File: src/hw/rtl/rgb_to_hsv_converter_defines.svh
// assertion macros for the rgb to hsv converter
// no dependencies; included by rgb_to_hsv_converter.sv, which checks its own logic
`ifndef RGB_TO_HSV_CONVERTER_DEFINES_SVH
`define RGB_TO_HSV_CONVERTER_DEFINES_SVH

`ifndef ASSERT_OFF
`define RHC_ASSERT(lbl, clk, rstn, prop) \
    lbl: assert property (@(posedge clk) disable iff (!rstn) prop) \
        else $error("rhc assertion failed");
`define RHC_ASSERT_NEVER(lbl, clk, rstn, expr) \
    lbl: assert property (@(posedge clk) disable iff (!rstn) !(expr)) \
        else $error("rhc forbidden condition seen");
`else
`define RHC_ASSERT(lbl, clk, rstn, prop)
`define RHC_ASSERT_NEVER(lbl, clk, rstn, expr)
`endif

`endif

File: src/hw/rtl/rhc_pkg.sv
// shared constants, width helpers and pipeline flag type of the rgb to hsv converter
// no dependencies
`default_nettype none

package rhc_pkg;

    localparam int CHANNEL_BITS_DEF      = 8;
    localparam int HUE_FRACTION_BITS_DEF = 6;
    // 360 degrees needs nine integer bits
    localparam int HUE_INT_BITS          = 9;

    typedef struct packed {
        logic grey;   // max equals min, hue forced to zero
        logic black;  // max is zero, saturation forced to zero
    } pipe_flags_t;

    function automatic int hue_width(input int hf);
        return hf + HUE_INT_BITS;
    endfunction

    // one quotient bit per divider stage, enough for either quotient
    function automatic int div_steps(input int cb, input int hf);
        return (hue_width(hf) > cb) ? hue_width(hf) : cb;
    endfunction

    function automatic int hue_num_width(input int cb, input int hf);
        return cb + hf + 11;
    endfunction

    function automatic int sat_num_width(input int cb);
        return 2 * cb + 2;
    endfunction

endpackage

`default_nettype wire

File: src/hw/rtl/rhc_front.sv
// front end: dominant channel, min, delta and divider operands over three stages
// depends on rhc_pkg
`default_nettype none

module rhc_front
    import rhc_pkg::*;
#(
    parameter int CB = CHANNEL_BITS_DEF,
    parameter int HF = HUE_FRACTION_BITS_DEF
) (
    input  wire logic                              aclk,
    input  wire logic                              aresetn,
    input  wire logic                              in_valid,
    output logic                                   in_ready,
    input  wire logic [CB-1:0]                     in_red,
    input  wire logic [CB-1:0]                     in_green,
    input  wire logic [CB-1:0]                     in_blue,
    output logic                                   out_valid,
    input  wire logic                              out_ready,
    output logic [hue_num_width(CB, HF)-1:0]       out_hue_num,
    output logic [CB:0]                            out_hue_den,
    output logic [sat_num_width(CB)-1:0]           out_sat_num,
    output logic [CB:0]                            out_sat_den,
    output logic [CB-1:0]                          out_value,
    output pipe_flags_t                            out_flags
);

    localparam int KW  = CB + 3;
    localparam int NHW = hue_num_width(CB, HF);
    localparam int NSW = sat_num_width(CB);

    typedef enum logic [1:0] {
        SECT_RED,
        SECT_GREEN,
        SECT_BLUE
    } sector_t;

    logic rdy1, rdy2, rdy3;
    logic v1_reg, v2_reg, v3_reg;

    // stage 1
    logic [CB-1:0]    mx1_reg, mx1_next, mn1_reg, mn1_next;
    sector_t          sector1_reg, sector1_next;
    logic signed [CB:0] num1_reg, num1_next;

    // stage 2
    logic [CB-1:0]    d2_reg, d2_next, mx2_reg;
    logic [KW-1:0]    m2_reg, m2_next;
    logic [KW-1:0]    kd;
    logic signed [KW:0] m_wide;

    // stage 3
    logic [NHW-1:0]   hue_num_reg, hue_num_next;
    logic [CB:0]      hue_den_reg, hue_den_next, sat_den_reg, sat_den_next;
    logic [NSW-1:0]   sat_num_reg, sat_num_next;
    logic [CB-1:0]    value_reg;
    pipe_flags_t      flags_reg, flags_next;
    logic [CB+6:0]    m15;
    logic [2*CB-1:0]  fsd;

    assign rdy3     = !v3_reg || out_ready;
    assign rdy2     = !v2_reg || rdy3;
    assign rdy1     = !v1_reg || rdy2;
    assign in_ready = rdy1;

    // ties: blue over green over red
    always_comb begin
        mx1_next     = in_red;
        sector1_next = SECT_RED;
        num1_next    = $signed({1'b0, in_green}) - $signed({1'b0, in_blue});
        if (in_green >= in_red && in_green >= in_blue) begin
            mx1_next     = in_green;
            sector1_next = SECT_GREEN;
            num1_next    = $signed({1'b0, in_blue}) - $signed({1'b0, in_red});
        end
        if (in_blue >= in_green && in_blue >= in_red) begin
            mx1_next     = in_blue;
            sector1_next = SECT_BLUE;
            num1_next    = $signed({1'b0, in_red}) - $signed({1'b0, in_green});
        end
        mn1_next = in_red;
        if (in_green < mn1_next) begin
            mn1_next = in_green;
        end
        if (in_blue < mn1_next) begin
            mn1_next = in_blue;
        end
    end

    // sector offset in units of delta; red with negative distance wraps by six
    always_comb begin
        d2_next = mx1_reg - mn1_reg;
        case (sector1_reg)
            SECT_RED: begin
                kd = num1_reg[CB] ? ((KW'(d2_next) << 2) + (KW'(d2_next) << 1)) : '0;
            end
            SECT_GREEN: begin
                kd = KW'(d2_next) << 1;
            end
            SECT_BLUE: begin
                kd = KW'(d2_next) << 2;
            end
            default: begin
                kd = '0;
            end
        endcase
        m_wide  = $signed({1'b0, kd}) + (KW+1)'(num1_reg);
        m2_next = m_wide[KW-1:0];
    end

    // hue = (120 * 2^hf * m + d) / 2d, sat = (2 * fs * d + max) / 2max
    always_comb begin
        m15            = {m2_reg, 4'b0000} - {4'b0000, m2_reg};
        hue_num_next   = (NHW'(m15) << (HF + 3)) + NHW'(d2_reg);
        hue_den_next   = {d2_reg, 1'b0};
        fsd            = {d2_reg, {CB{1'b0}}} - (2*CB)'(d2_reg);
        sat_num_next   = (NSW'(fsd) << 1) + NSW'(mx2_reg);
        sat_den_next   = {mx2_reg, 1'b0};
        flags_next.grey  = (d2_reg == '0);
        flags_next.black = (mx2_reg == '0);
    end

    always_ff @(posedge aclk) begin
        if (!aresetn) begin
            v1_reg <= 1'b0;
            v2_reg <= 1'b0;
            v3_reg <= 1'b0;
        end else begin
            if (rdy1) begin
                v1_reg <= in_valid;
            end
            if (rdy2) begin
                v2_reg <= v1_reg;
            end
            if (rdy3) begin
                v3_reg <= v2_reg;
            end
        end
    end

    always_ff @(posedge aclk) begin
        if (rdy1 && in_valid) begin
            mx1_reg     <= mx1_next;
            mn1_reg     <= mn1_next;
            sector1_reg <= sector1_next;
            num1_reg    <= num1_next;
        end
        if (rdy2 && v1_reg) begin
            d2_reg  <= d2_next;
            m2_reg  <= m2_next;
            mx2_reg <= mx1_reg;
        end
        if (rdy3 && v2_reg) begin
            hue_num_reg <= hue_num_next;
            hue_den_reg <= hue_den_next;
            sat_num_reg <= sat_num_next;
            sat_den_reg <= sat_den_next;
            value_reg   <= mx2_reg;
            flags_reg   <= flags_next;
        end
    end

    assign out_valid   = v3_reg;
    assign out_hue_num = hue_num_reg;
    assign out_hue_den = hue_den_reg;
    assign out_sat_num = sat_num_reg;
    assign out_sat_den = sat_den_reg;
    assign out_value   = value_reg;
    assign out_flags   = flags_reg;

endmodule

`default_nettype wire

File: src/hw/rtl/rhc_divider.sv
// pipelined restoring divider, one quotient bit per stage, hue and saturation side by side
// depends on rhc_pkg
`default_nettype none

module rhc_divider
    import rhc_pkg::*;
#(
    parameter int CB = CHANNEL_BITS_DEF,
    parameter int HF = HUE_FRACTION_BITS_DEF
) (
    input  wire logic                              aclk,
    input  wire logic                              aresetn,
    input  wire logic                              in_valid,
    output logic                                   in_ready,
    input  wire logic [hue_num_width(CB, HF)-1:0]  in_hue_num,
    input  wire logic [CB:0]                       in_hue_den,
    input  wire logic [sat_num_width(CB)-1:0]      in_sat_num,
    input  wire logic [CB:0]                       in_sat_den,
    input  wire logic [CB-1:0]                     in_value,
    input  wire pipe_flags_t                       in_flags,
    output logic                                   out_valid,
    input  wire logic                              out_ready,
    output logic [hue_width(HF)-1:0]               out_hue_quo,
    output logic [CB-1:0]                          out_sat_quo,
    output logic [CB-1:0]                          out_value,
    output pipe_flags_t                            out_flags
);

    localparam int S   = div_steps(CB, HF);
    localparam int HB  = hue_width(HF);
    localparam int NHW = hue_num_width(CB, HF);
    localparam int NSW = sat_num_width(CB);
    localparam int CW  = (NHW > NSW) ? NHW : NSW;

    logic [S-1:0]  stage_ready;
    logic          valid_reg   [S];
    logic [CW-1:0] rem_h_reg   [S];
    logic [CW-1:0] rem_s_reg   [S];
    logic [CB:0]   den_h_reg   [S];
    logic [CB:0]   den_s_reg   [S];
    logic [S-1:0]  quo_h_reg   [S];
    logic [S-1:0]  quo_s_reg   [S];
    logic [CB-1:0] value_reg   [S];
    pipe_flags_t   flags_reg   [S];

    for (genvar i = 0; i < S; i++) begin : g_stage
        localparam int J = S - 1 - i;

        logic          p_valid;
        logic [CW-1:0] p_rem_h, p_rem_s;
        logic [CB:0]   p_den_h, p_den_s;
        logic [S-1:0]  p_quo_h, p_quo_s;
        logic [CB-1:0] p_value;
        pipe_flags_t   p_flags;
        logic [CW-1:0] sub_h, sub_s;
        logic          bit_h, bit_s;
        logic [CW-1:0] rem_h_next, rem_s_next;
        logic [S-1:0]  quo_h_next, quo_s_next;

        if (i == 0) begin : g_first
            assign p_valid = in_valid;
            assign p_rem_h = CW'(in_hue_num);
            assign p_rem_s = CW'(in_sat_num);
            assign p_den_h = in_hue_den;
            assign p_den_s = in_sat_den;
            assign p_quo_h = '0;
            assign p_quo_s = '0;
            assign p_value = in_value;
            assign p_flags = in_flags;
        end else begin : g_chain
            assign p_valid = valid_reg[i-1];
            assign p_rem_h = rem_h_reg[i-1];
            assign p_rem_s = rem_s_reg[i-1];
            assign p_den_h = den_h_reg[i-1];
            assign p_den_s = den_s_reg[i-1];
            assign p_quo_h = quo_h_reg[i-1];
            assign p_quo_s = quo_s_reg[i-1];
            assign p_value = value_reg[i-1];
            assign p_flags = flags_reg[i-1];
        end

        if (i == S - 1) begin : g_last_rdy
            assign stage_ready[i] = !valid_reg[i] || out_ready;
        end else begin : g_mid_rdy
            assign stage_ready[i] = !valid_reg[i] || stage_ready[i+1];
        end

        // try the divisor shifted to this quotient bit
        always_comb begin
            sub_h      = CW'(p_den_h) << J;
            sub_s      = CW'(p_den_s) << J;
            bit_h      = (p_rem_h >= sub_h);
            bit_s      = (p_rem_s >= sub_s);
            rem_h_next = bit_h ? (p_rem_h - sub_h) : p_rem_h;
            rem_s_next = bit_s ? (p_rem_s - sub_s) : p_rem_s;
            quo_h_next = (p_quo_h << 1) | S'(bit_h);
            quo_s_next = (p_quo_s << 1) | S'(bit_s);
        end

        always_ff @(posedge aclk) begin
            if (!aresetn) begin
                valid_reg[i] <= 1'b0;
            end else if (stage_ready[i]) begin
                valid_reg[i] <= p_valid;
            end
        end

        always_ff @(posedge aclk) begin
            if (stage_ready[i] && p_valid) begin
                rem_h_reg[i] <= rem_h_next;
                rem_s_reg[i] <= rem_s_next;
                den_h_reg[i] <= p_den_h;
                den_s_reg[i] <= p_den_s;
                quo_h_reg[i] <= quo_h_next;
                quo_s_reg[i] <= quo_s_next;
                value_reg[i] <= p_value;
                flags_reg[i] <= p_flags;
            end
        end
    end

    assign in_ready    = stage_ready[0];
    assign out_valid   = valid_reg[S-1];
    assign out_hue_quo = quo_h_reg[S-1][HB-1:0];
    assign out_sat_quo = quo_s_reg[S-1][CB-1:0];
    assign out_value   = value_reg[S-1];
    assign out_flags   = flags_reg[S-1];

endmodule

`default_nettype wire

File: src/hw/rtl/rgb_to_hsv_converter.sv
// Pipelined RGB to HSV converter. One pixel is taken per clock unless a stalled
// output has filled the pipeline. Three front stages find max, min and the
// divider operands, the restoring divider spends one stage per quotient bit,
// S = max(HUE_FRACTION_BITS + 9, CHANNEL_BITS) stages in all, and one output
// register fixes up grey and black pixels and the 360 degree wrap.
// A stalled output only stops the stages behind it that are full; bubbles close
// up, and s_ready follows m_ready through the stage ready chain in the same cycle.
// Hue is in degrees times 2^HUE_FRACTION_BITS, 0 for grey pixels.
// depends on rhc_pkg, rhc_front, rhc_divider and rgb_to_hsv_converter_defines.svh
`default_nettype none
`include "rgb_to_hsv_converter_defines.svh"

module rgb_to_hsv_converter
    import rhc_pkg::*;
#(
    parameter int CHANNEL_BITS      = CHANNEL_BITS_DEF,
    parameter int HUE_FRACTION_BITS = HUE_FRACTION_BITS_DEF
) (
    input  wire logic                                   aclk,
    input  wire logic                                   aresetn,
    input  wire logic                                   s_valid,
    output logic                                        s_ready,
    input  wire logic [CHANNEL_BITS-1:0]                s_red_in,
    input  wire logic [CHANNEL_BITS-1:0]                s_green_in,
    input  wire logic [CHANNEL_BITS-1:0]                s_blue_in,
    output logic                                        m_valid,
    input  wire logic                                   m_ready,
    output logic [hue_width(HUE_FRACTION_BITS)-1:0]     m_hue_out,
    output logic [CHANNEL_BITS-1:0]                     m_saturation_out,
    output logic [CHANNEL_BITS-1:0]                     m_value_out
);

    localparam int CB           = CHANNEL_BITS;
    localparam int HB           = hue_width(HUE_FRACTION_BITS);
    localparam int NHW          = hue_num_width(CB, HUE_FRACTION_BITS);
    localparam int NSW          = sat_num_width(CB);
    localparam int HUE_FULL_INT = 360 * (2 ** HUE_FRACTION_BITS);
    localparam logic [HB-1:0] HUE_FULL = HB'(HUE_FULL_INT);

    logic            fe_valid, fe_ready;
    logic [NHW-1:0]  fe_hue_num;
    logic [CB:0]     fe_hue_den, fe_sat_den;
    logic [NSW-1:0]  fe_sat_num;
    logic [CB-1:0]   fe_value;
    pipe_flags_t     fe_flags;

    logic            dv_valid, dv_ready;
    logic [HB-1:0]   dv_hue_quo;
    logic [CB-1:0]   dv_sat_quo, dv_value;
    pipe_flags_t     dv_flags;

    logic            m_valid_reg;
    logic [HB-1:0]   hue_reg, hue_next;
    logic [CB-1:0]   sat_reg, sat_next, value_reg;

    rhc_front #(
        .CB (CB),
        .HF (HUE_FRACTION_BITS)
    ) u_front (
        .aclk        (aclk),
        .aresetn     (aresetn),
        .in_valid    (s_valid),
        .in_ready    (s_ready),
        .in_red      (s_red_in),
        .in_green    (s_green_in),
        .in_blue     (s_blue_in),
        .out_valid   (fe_valid),
        .out_ready   (fe_ready),
        .out_hue_num (fe_hue_num),
        .out_hue_den (fe_hue_den),
        .out_sat_num (fe_sat_num),
        .out_sat_den (fe_sat_den),
        .out_value   (fe_value),
        .out_flags   (fe_flags)
    );

    rhc_divider #(
        .CB (CB),
        .HF (HUE_FRACTION_BITS)
    ) u_divider (
        .aclk        (aclk),
        .aresetn     (aresetn),
        .in_valid    (fe_valid),
        .in_ready    (fe_ready),
        .in_hue_num  (fe_hue_num),
        .in_hue_den  (fe_hue_den),
        .in_sat_num  (fe_sat_num),
        .in_sat_den  (fe_sat_den),
        .in_value    (fe_value),
        .in_flags    (fe_flags),
        .out_valid   (dv_valid),
        .out_ready   (dv_ready),
        .out_hue_quo (dv_hue_quo),
        .out_sat_quo (dv_sat_quo),
        .out_value   (dv_value),
        .out_flags   (dv_flags)
    );

    assign dv_ready = !m_valid_reg || m_ready;

    // zero divisors give all-ones quotients, so grey and black are overridden; a hue of 360 or more wraps to zero
    always_comb begin
        hue_next = dv_hue_quo;
        if (dv_flags.grey || dv_hue_quo >= HUE_FULL) begin
            hue_next = '0;
        end
        sat_next = dv_flags.black ? '0 : dv_sat_quo;
    end

    always_ff @(posedge aclk) begin
        if (!aresetn) begin
            m_valid_reg <= 1'b0;
        end else if (dv_ready) begin
            m_valid_reg <= dv_valid;
        end
    end

    always_ff @(posedge aclk) begin
        if (dv_ready && dv_valid) begin
            hue_reg   <= hue_next;
            sat_reg   <= sat_next;
            value_reg <= dv_value;
        end
    end

    assign m_valid          = m_valid_reg;
    assign m_hue_out        = hue_reg;
    assign m_saturation_out = sat_reg;
    assign m_value_out      = value_reg;

    `RHC_ASSERT(a_hue_in_range, aclk, aresetn, m_valid |-> (m_hue_out < HUE_FULL))
    `RHC_ASSERT(a_black_unsaturated, aclk, aresetn,
        (m_valid && m_value_out == '0) |-> (m_saturation_out == '0))
    `RHC_ASSERT(a_hue_needs_chroma, aclk, aresetn,
        (m_valid && m_hue_out != '0) |-> (m_saturation_out != '0))
    `RHC_ASSERT_NEVER(a_ready_when_drained, aclk, aresetn, !m_valid && !s_ready)

endmodule

`default_nettype wire
File: config.mk
export PLATFORM = sky130hd
export DESIGN_NAME = rgb_to_hsv_converter
export DESIGN_NICKNAME = d
export VERILOG_FILES = /design/src/hw/rtl/rhc_pkg.sv /design/src/hw/rtl/rhc_front.sv /design/src/hw/rtl/rhc_divider.sv /design/src/hw/rtl/rgb_to_hsv_converter.sv
export VERILOG_INCLUDE_DIRS = /design/src /design/src/hw/rtl
export SDC_FILE = /design/constraint.sdc
export NUM_CORES = 2
export LEC_CHECK = 0
export ABC_AREA = 1
export BUFFER_PORTS_ARGS = -buffer_cell sky130_fd_sc_hd__buf_2
export CELL_PAD_IN_SITES_DETAIL_PLACEMENT = 0
export CELL_PAD_IN_SITES_GLOBAL_PLACEMENT = 1
export CORE_ASPECT_RATIO = 0.5
export CORE_MARGIN = 2
export CORE_UTILIZATION = 50
export CTS_CLUSTER_DIAMETER = 80
export DETAILED_ROUTE_END_ITERATION = 8
export PLACE_DENSITY = 0.75
export SLEW_MARGIN = 20
export SYNTH_ARGS = -nofsm -noshare
export SYNTH_HDL_FRONTEND = slang
export SYNTH_SLANG_ARGS = --single-unit
File: constraint.sdc
create_clock -name aclk -period 6.8 [get_ports aclk]
set_input_delay 1.02 -clock aclk [delete_from_list [all_inputs] [get_ports aclk]]
set_output_delay 1.02 -clock aclk [all_outputs]
set_load 0.01 [all_outputs]
## Yosys cells after proc, flatten, opt, wreduce, memory -nomap -nowiden

Memory sizes are Yosys's and may differ from the RTL's. A register that Yosys moved wholly into a read port is not among the register bits.
Index checks and enable logic that the tools add are counted.

| operators by class | value |
|---|---|
| add/sub/neg operators | 40 |
| multipliers | 0 |
| divide/modulo/power cells | 0 |
| magnitude comparators | 37 |
| eq/ne operators | 2 |
| shift-type cells | 0 |
| muxes and demuxes | 130 |
| bitwise operators | 43 |
| reductions and logical operators | 63 |

Operators by type and width:

| kind | number |
|---|---|
| 25-bit two-way mux | 30 |
| 15-bit by 1-bit bitwise OR with 15-bit output | 28 |
| 1-bit two-way mux | 92 |
| 25-bit by 10-bit greater-or-equal comparator with 1-bit output | 2 |
| 25-bit by 11-bit greater-or-equal comparator with 1-bit output | 2 |
| 25-bit by 12-bit greater-or-equal comparator with 1-bit output | 2 |
| 25-bit by 13-bit greater-or-equal comparator with 1-bit output | 2 |
| 25-bit by 14-bit greater-or-equal comparator with 1-bit output | 2 |
| 25-bit by 15-bit greater-or-equal comparator with 1-bit output | 2 |
| 25-bit by 16-bit greater-or-equal comparator with 1-bit output | 2 |
| 25-bit by 17-bit greater-or-equal comparator with 1-bit output | 2 |
| 25-bit by 18-bit greater-or-equal comparator with 1-bit output | 2 |
| 25-bit by 19-bit greater-or-equal comparator with 1-bit output | 2 |
| 25-bit by 20-bit greater-or-equal comparator with 1-bit output | 2 |
| 25-bit by 21-bit greater-or-equal comparator with 1-bit output | 2 |
| 25-bit by 22-bit greater-or-equal comparator with 1-bit output | 2 |
| 25-bit by 9-bit greater-or-equal comparator with 1-bit output | 2 |
| 25-bit by 10-bit subtractor with 25-bit output | 2 |
| 25-bit by 11-bit subtractor with 25-bit output | 2 |
| 25-bit by 12-bit subtractor with 25-bit output | 2 |
| 25-bit by 13-bit subtractor with 25-bit output | 2 |
| 25-bit by 14-bit subtractor with 25-bit output | 2 |
| 25-bit by 15-bit subtractor with 25-bit output | 2 |
| 25-bit by 16-bit subtractor with 25-bit output | 2 |
| other kinds (34) | 123 |

| word-level totals | value |
|---|---|
| register bits after elaboration | 134 |
| bits in latches | 0 |
| RAM bits | 1635 |
| bits in read-only memories | 0 |
| input bits | 28 |
| output and inout port bits | 33 |
| memories kept | 9 |

Memory list:

| memory | depth | bits a word | rd ports | clocked after Yosys merged registers in | wr ports | line | RTL |
|---|---|---|---|---|---|---|---|
| u_divider.rem_h_reg | 15 | 25 | 14 | 0 | 15 | rhc_divider.sv:37 | `logic [CW-1:0] rem_h_reg [S];` |
| u_divider.rem_s_reg | 15 | 25 | 14 | 0 | 15 | rhc_divider.sv:38 | `logic [CW-1:0] rem_s_reg [S];` |
| u_divider.quo_h_reg | 15 | 15 | 15 | 0 | 15 | rhc_divider.sv:41 | `logic [S-1:0] quo_h_reg [S];` |
| u_divider.quo_s_reg | 15 | 15 | 15 | 1 | 15 | rhc_divider.sv:42 | `logic [S-1:0] quo_s_reg [S];` |
| u_divider.den_h_reg | 15 | 9 | 14 | 0 | 15 | rhc_divider.sv:39 | `logic [CB:0] den_h_reg [S];` |
| u_divider.den_s_reg | 15 | 9 | 14 | 0 | 15 | rhc_divider.sv:40 | `logic [CB:0] den_s_reg [S];` |
| 3 more memories | n/a | n/a | n/a | n/a | n/a | n/a |  |

## Longest topological paths before layout

| logic depth | value |
|---|---|
| depth in word-level cells | 21 |
| gate-level depth with buffers | 27 |
| depth with buffers taken out | 27 |

## By module

A second synthesis with hierarchy kept.

| second synthesis, totals | value |
|---|---|
| cells, all modules | 6605 |
| area, all modules | 70762.9 um^2 |

Modules (own cells, without submodules):

| module | times used | cells an instance | area each (um^2) | seq. area each (um^2) |
|---|---|---|---|---|
| rhc_divider | 1 | 5672 | 61955.7 | 38186.6 |
| rhc_front | 1 | 838 | 7548.5 | 3183.1 |
| rgb_to_hsv_converter | 1 | 95 | 1258.7 | 950.9 |

## Worst setup path after synthesis

No wires, ideal clock.

| timing | value |
|---|---|
| path kind | input to register |
| from | in m_ready |
| to | mem u_divider.den_h_reg[3][4] (netlist bit) (enable) |
| library setup time | 0.526 ns |
| arrival | 4.689 ns |
| required time | 6.274 ns |
| path slack | 1.585 ns |
| cell stages on the path | 4 |
| cells stage by stage | inv_1 -> nand4_2 -> nor2_4 -> nor2_1 |

RTL lines:

| what | line | RTL |
|---|---|---|
| start, declared | rgb_to_hsv_converter.sv:27 | `input wire logic m_ready,` |
| end, declared | rhc_divider.sv:39 |  |

## Worst setup path in the final report

| timing | value |
|---|---|
| from | reg u_front.mx1_reg[0] |
| to | reg u_front.m2_reg[10] (data pin) |

| between the ends | value |
|---|---|
| longest elaborated chain between the ends | 5 |

RTL lines:

| what | line | RTL |
|---|---|---|
| start, declared | rhc_front.sv:42 | `logic [CB-1:0] mx1_reg, mx1_next, mn1_reg, mn1_next;` |
| start signal, assigned | rhc_front.sv:143 | `mx1_reg <= mx1_next;` |
| 8-bit subtractor * | rhc_front.sv:92 | `d2_next = mx1_reg - mn1_reg;` |
| via u_front.d2_next[2] | rhc_front.sv:47 | `logic [CB-1:0] d2_reg, d2_next, mx2_reg;` |
| 10-bit by 9-bit adder with 11-bit output | rhc_front.sv:95 | `kd = num1_reg[CB] ? ((KW'(d2_next) << 2) + (KW'(d2_next) << 1)) : '0;` |
| 11-bit two-way mux | rhc_front.sv:95 |  |
| 11-bit case mux with 3 select lines * | rhc_front.sv:93 | `case (sector1_reg)` |
| 11-bit by 9-bit adder with 11-bit output * | rhc_front.sv:107 | `m_wide = $signed({1'b0, kd}) + (KW+1)'(num1_reg);` |
| via u_front.m_wide[10] | rhc_front.sv:50 | `logic signed [KW:0] m_wide;` |
| end signal, assigned | rhc_front.sv:150 | `m2_reg <= m2_next;` |
| end, declared | rhc_front.sv:48 | `logic [KW-1:0] m2_reg, m2_next;` |

The timed path passes the listed nets; every way through them passes the cells marked *.
A chain may end at the register's enable or synchronous reset.

==> reports/qor.csv <==
stage;metric;value;unit
drt;DR iter-0 viols;2114;
clocking;CTS max path bufs;3;
timing;Tmin final;4.40;ns
die;core outline area;0.118;mm^2
timing;Worst Hold Slack;0.414;ns
global_routing;gr usage total;0.181;
clocking;CTS tree;done;
placed_design;port bufs;60;
logic_synthesis;largest family of logic cells by synthesized area;simple AND/OR/NAND/NOR gates;
logic_synthesis;Async S/R FF share, synth;0;
global_routing;number of global-route vias before repair;36600;
critical_path;r2r setup slk;2.40;ns
critical_path;RR Startpoint;u_front.mx1_reg[0];
logic_synthesis;Synth cell types;83;
critical_path;CP required;7.24;ns
timing;Worst-Margin Slew;1.02;ns
logic_synthesis;Synth Area in Simple Gates;0.145;
clocking;htree depth;3;
logic_synthesis;Synth Area in XOR/XNOR;0.0592;
die;die area;0.121;mm^2
clocking;CTS hold repair buffers;0;
global_routing;first-pass GRT wire length;180000;um
global_routing;largest net degree at the start of global routing;78;
logic_synthesis;Netlist Area Pre-Place;0.0591;mm^2
timing;Slew HR;0.320;
layout;Filler cells;10000;
global_routing;initial antenna violation count;0;
status;status;finished, final reports clean;
drt;routed via count;36500;
logic_synthesis;syn avg cell area;10.8;um^2
run;max_cap viols;0;
logic_synthesis;Post-synth top flop;edfxtp_1;
drt;Routed Antenna Nets;0;
layout;Area Growth Syn to Fin;9.35;%
drt;post-DR wirelength/cell;14.9;um
logic_synthesis;top-area cell type share of the netlist area;0.587;
critical_path;crit end category;flop;
layout;# diodes;0;
timing;# setup viols final;0;
clocking;CTS Buf Count;104;
timing;skew final;0.0226;ns
clocking;clk_lat worst skew;0.70;ns
pwr;peak supply drop;0.208;mV
logic_synthesis;Yosys warnings;0;
logic_synthesis;sequential element share of the synthesized area;0.588;
drt;DR vias/cell;5.02;
pwr;Total Power;15100;uW
drt;Pre-Repair DR Iteration Count;5;
die;IO Count;61;
logic_synthesis;post-synthesis adder-cell area fraction;0.0762;
timing;final period utilization;0.648;
clocking;clk sink count;1159;
layout;Net count, final;5966;
layout;Storage cell area;0.0348;mm^2
layout;layout cells sized above 1;0.0692;
layout;max FFs per register;339;
logic_synthesis;mux cell area share after synthesis;0.000381;
clocking;CTS resizes;0;
critical_path;Critical path origin;u_front.mx1_reg[0];
logic_synthesis;Yosys top cell by area;edfxtp_1;
critical_path;Crit Path Category;reg2reg;
logic_synthesis;most frequent cell after synthesis;edfxtp_1;
clocking;Root Driver;clkbuf_16;
die;Die Ht;247;um
critical_path;crit path DAT;4.85;ns
die;Std-Cell Rows;89;
pwr;cell area power density;233;mW/mm^2
die;Initial Utilization;0.502;
timing;Final Hold Vio Count;0;
timing;Fmax;0.227;GHz
placed_design;detailed placer's ending HPWL;82700;um
timing;Final TNS setup;0;ns
layout;footprint of the multi-input gates;0.0210;mm^2
drt;WL final;108000;um
critical_path;Max FO, Critical Path;5;
clocking;Clock transition at path regs;0.07;ns
placed_design;Final Wtd Congestion;0.908;
logic_synthesis;Synth Area in Compound Gates;0.0725;
logic_synthesis;Mapped Cells;5463;
global_routing;grt total ovfl;0;
timing;Slew Viols, Final;0;
pwr;Leakage;0.0254;uW
logic_synthesis;EDFF count, synth;1154;
hold_path;Tightest Hold Check Type;reg2reg;
layout;Layout Utilization;0.549;
critical_path;startpoint types;flop;
clocking;Setup Fix Bufs, Post-CTS;0;
timing;RSZ-0062 raised after global routing;no;
drt;drt drc;0;
hold_path;HP Start;u_divider.flags_reg[5][0];
logic_synthesis;number of synthesized register bits;1159;
logic_synthesis;top cells by count, synth;1,154 x edfxtp_1, 820 x inv_1, 787 x nand2_1, 556 x nor2_1, 358 x a21oi_1;
logic_synthesis;synthesized net count;5830;
die;die span in x;490;um
logic_synthesis;synth top area cells;edfxtp_1 59%, ha_1 6.4%, inv_1 5.2%;
-- path summary, 6_finish.rpt --
check / end / depth (start not counted)
worst min register to register: u_divider.flags_reg[6][0] / 0
worst max register to register: u_front.m2_reg[10] / 24
worst min-delay path: u_divider.flags_reg[6][0] / 0
worst max-delay path: u_front.m2_reg[10] / 24
-- worst max-delay path, stage by stage (launching register included) --
cell and delay [ns]:
edfxtp_1 0.40, inv_1 0.07, ha_1 0.13, inv_1 0.07
fa_1 0.48, xor2_1 0.38, ha_1 0.37, nand2_1 0.09
nor2_1 0.04, a211oi_1 0.33, nand2_1 0.10, nand2_1 0.07
o221ai_1 0.11, ha_1 0.35, a21oi_1 0.16, o21ai_0 0.10
nor2_1 0.16, o21ai_0 0.11, a21o_1 0.19, nand2_1 0.07
nand2_1 0.05, a21oi_1 0.15, inv_1 0.06, nand2_1 0.06
nand2_1 0.05
-- kinds of logic (layout without fill, tap and decap cells) --
logic type                 after synthesis  in the layout
and+or+nand+nor                       1906           1906
AOI/OAI and AO/OA                      767            767
muxes                                    2              2
other                                    1              1
adders and majority gates              339            339
buffers and inverters                  893           1111
xor gates and xnor gates               396            396
DFF                                   1159           1159
-- routing by layer --
layer	GRT usage	wire length, um	vias to the layer above
met1	0.229	49600	16700
met2	0.316	51700	507
met3	0.0304	3330	209
met5	0	0	-
met4	0.0604	3510	0
li1	-	-	19100
-- metrics by stage --
| step | instances | cell area, um^2 | worst slack, ns |
|---|---|---|---|
| after floorplan | 5463 | 59100 | 1.58 |
| after global placement | 7085 | 61300 | 2.46 |
| after detailed placement | 7085 | 61300 | 2.46 |
| after CTS | 7273 | 64600 | 2.44 |
| after global routing | 7273 | 64600 | 1.92 |
| final | 7273 | 64600 | 2.40 |
-- cell type report --
cell class | count | share of cell area
Clock buffer | 119 | 0.0418
Tap cell | 1592 | 0.0308
Clock inverter | 69 | 0.00874
Sequential cell | 1159 | 0.538
Multi-Input combinational cell | 3411 | 0.325
Inverter | 844 | 0.0491
Timing Repair Buffer | 79 | 0.00686
-- layout by cell type, fill, tap and decap left out, types with 12 or more instances in the layout --
cell          n
clkbuf_16   106
nand3_1     156
o211ai_1     28
nand4_1      96
edfxtp_1   1154
clkinv_2     23
a21oi_1     357
buf_4        19
xnor2_1     148
fa_1         35
nor4_1       70
buf_2        60
nor2_2       16
nor3_1       90
nand3_2      12
or2_2        19
o21ai_1      35
o21ai_0     226
ha_1        304
xor2_1      244
nor2_4       19
nor2_1      548
clkinv_1     29
nand2_1     787
nand2_2      18
inv_1       812
inv_2        28
o31ai_1      20
clkbuf_1     13
nand3b_1     20
-- report_power, final --
group / switching, uW / internal, uW / total (uW)
clock: 2530 / 3150 / 5670
combinational: 848 / 501 / 1350
sequential: 89.7 / 7940 / 8030
No activity file was read; power rests on OpenSTA's default activity.
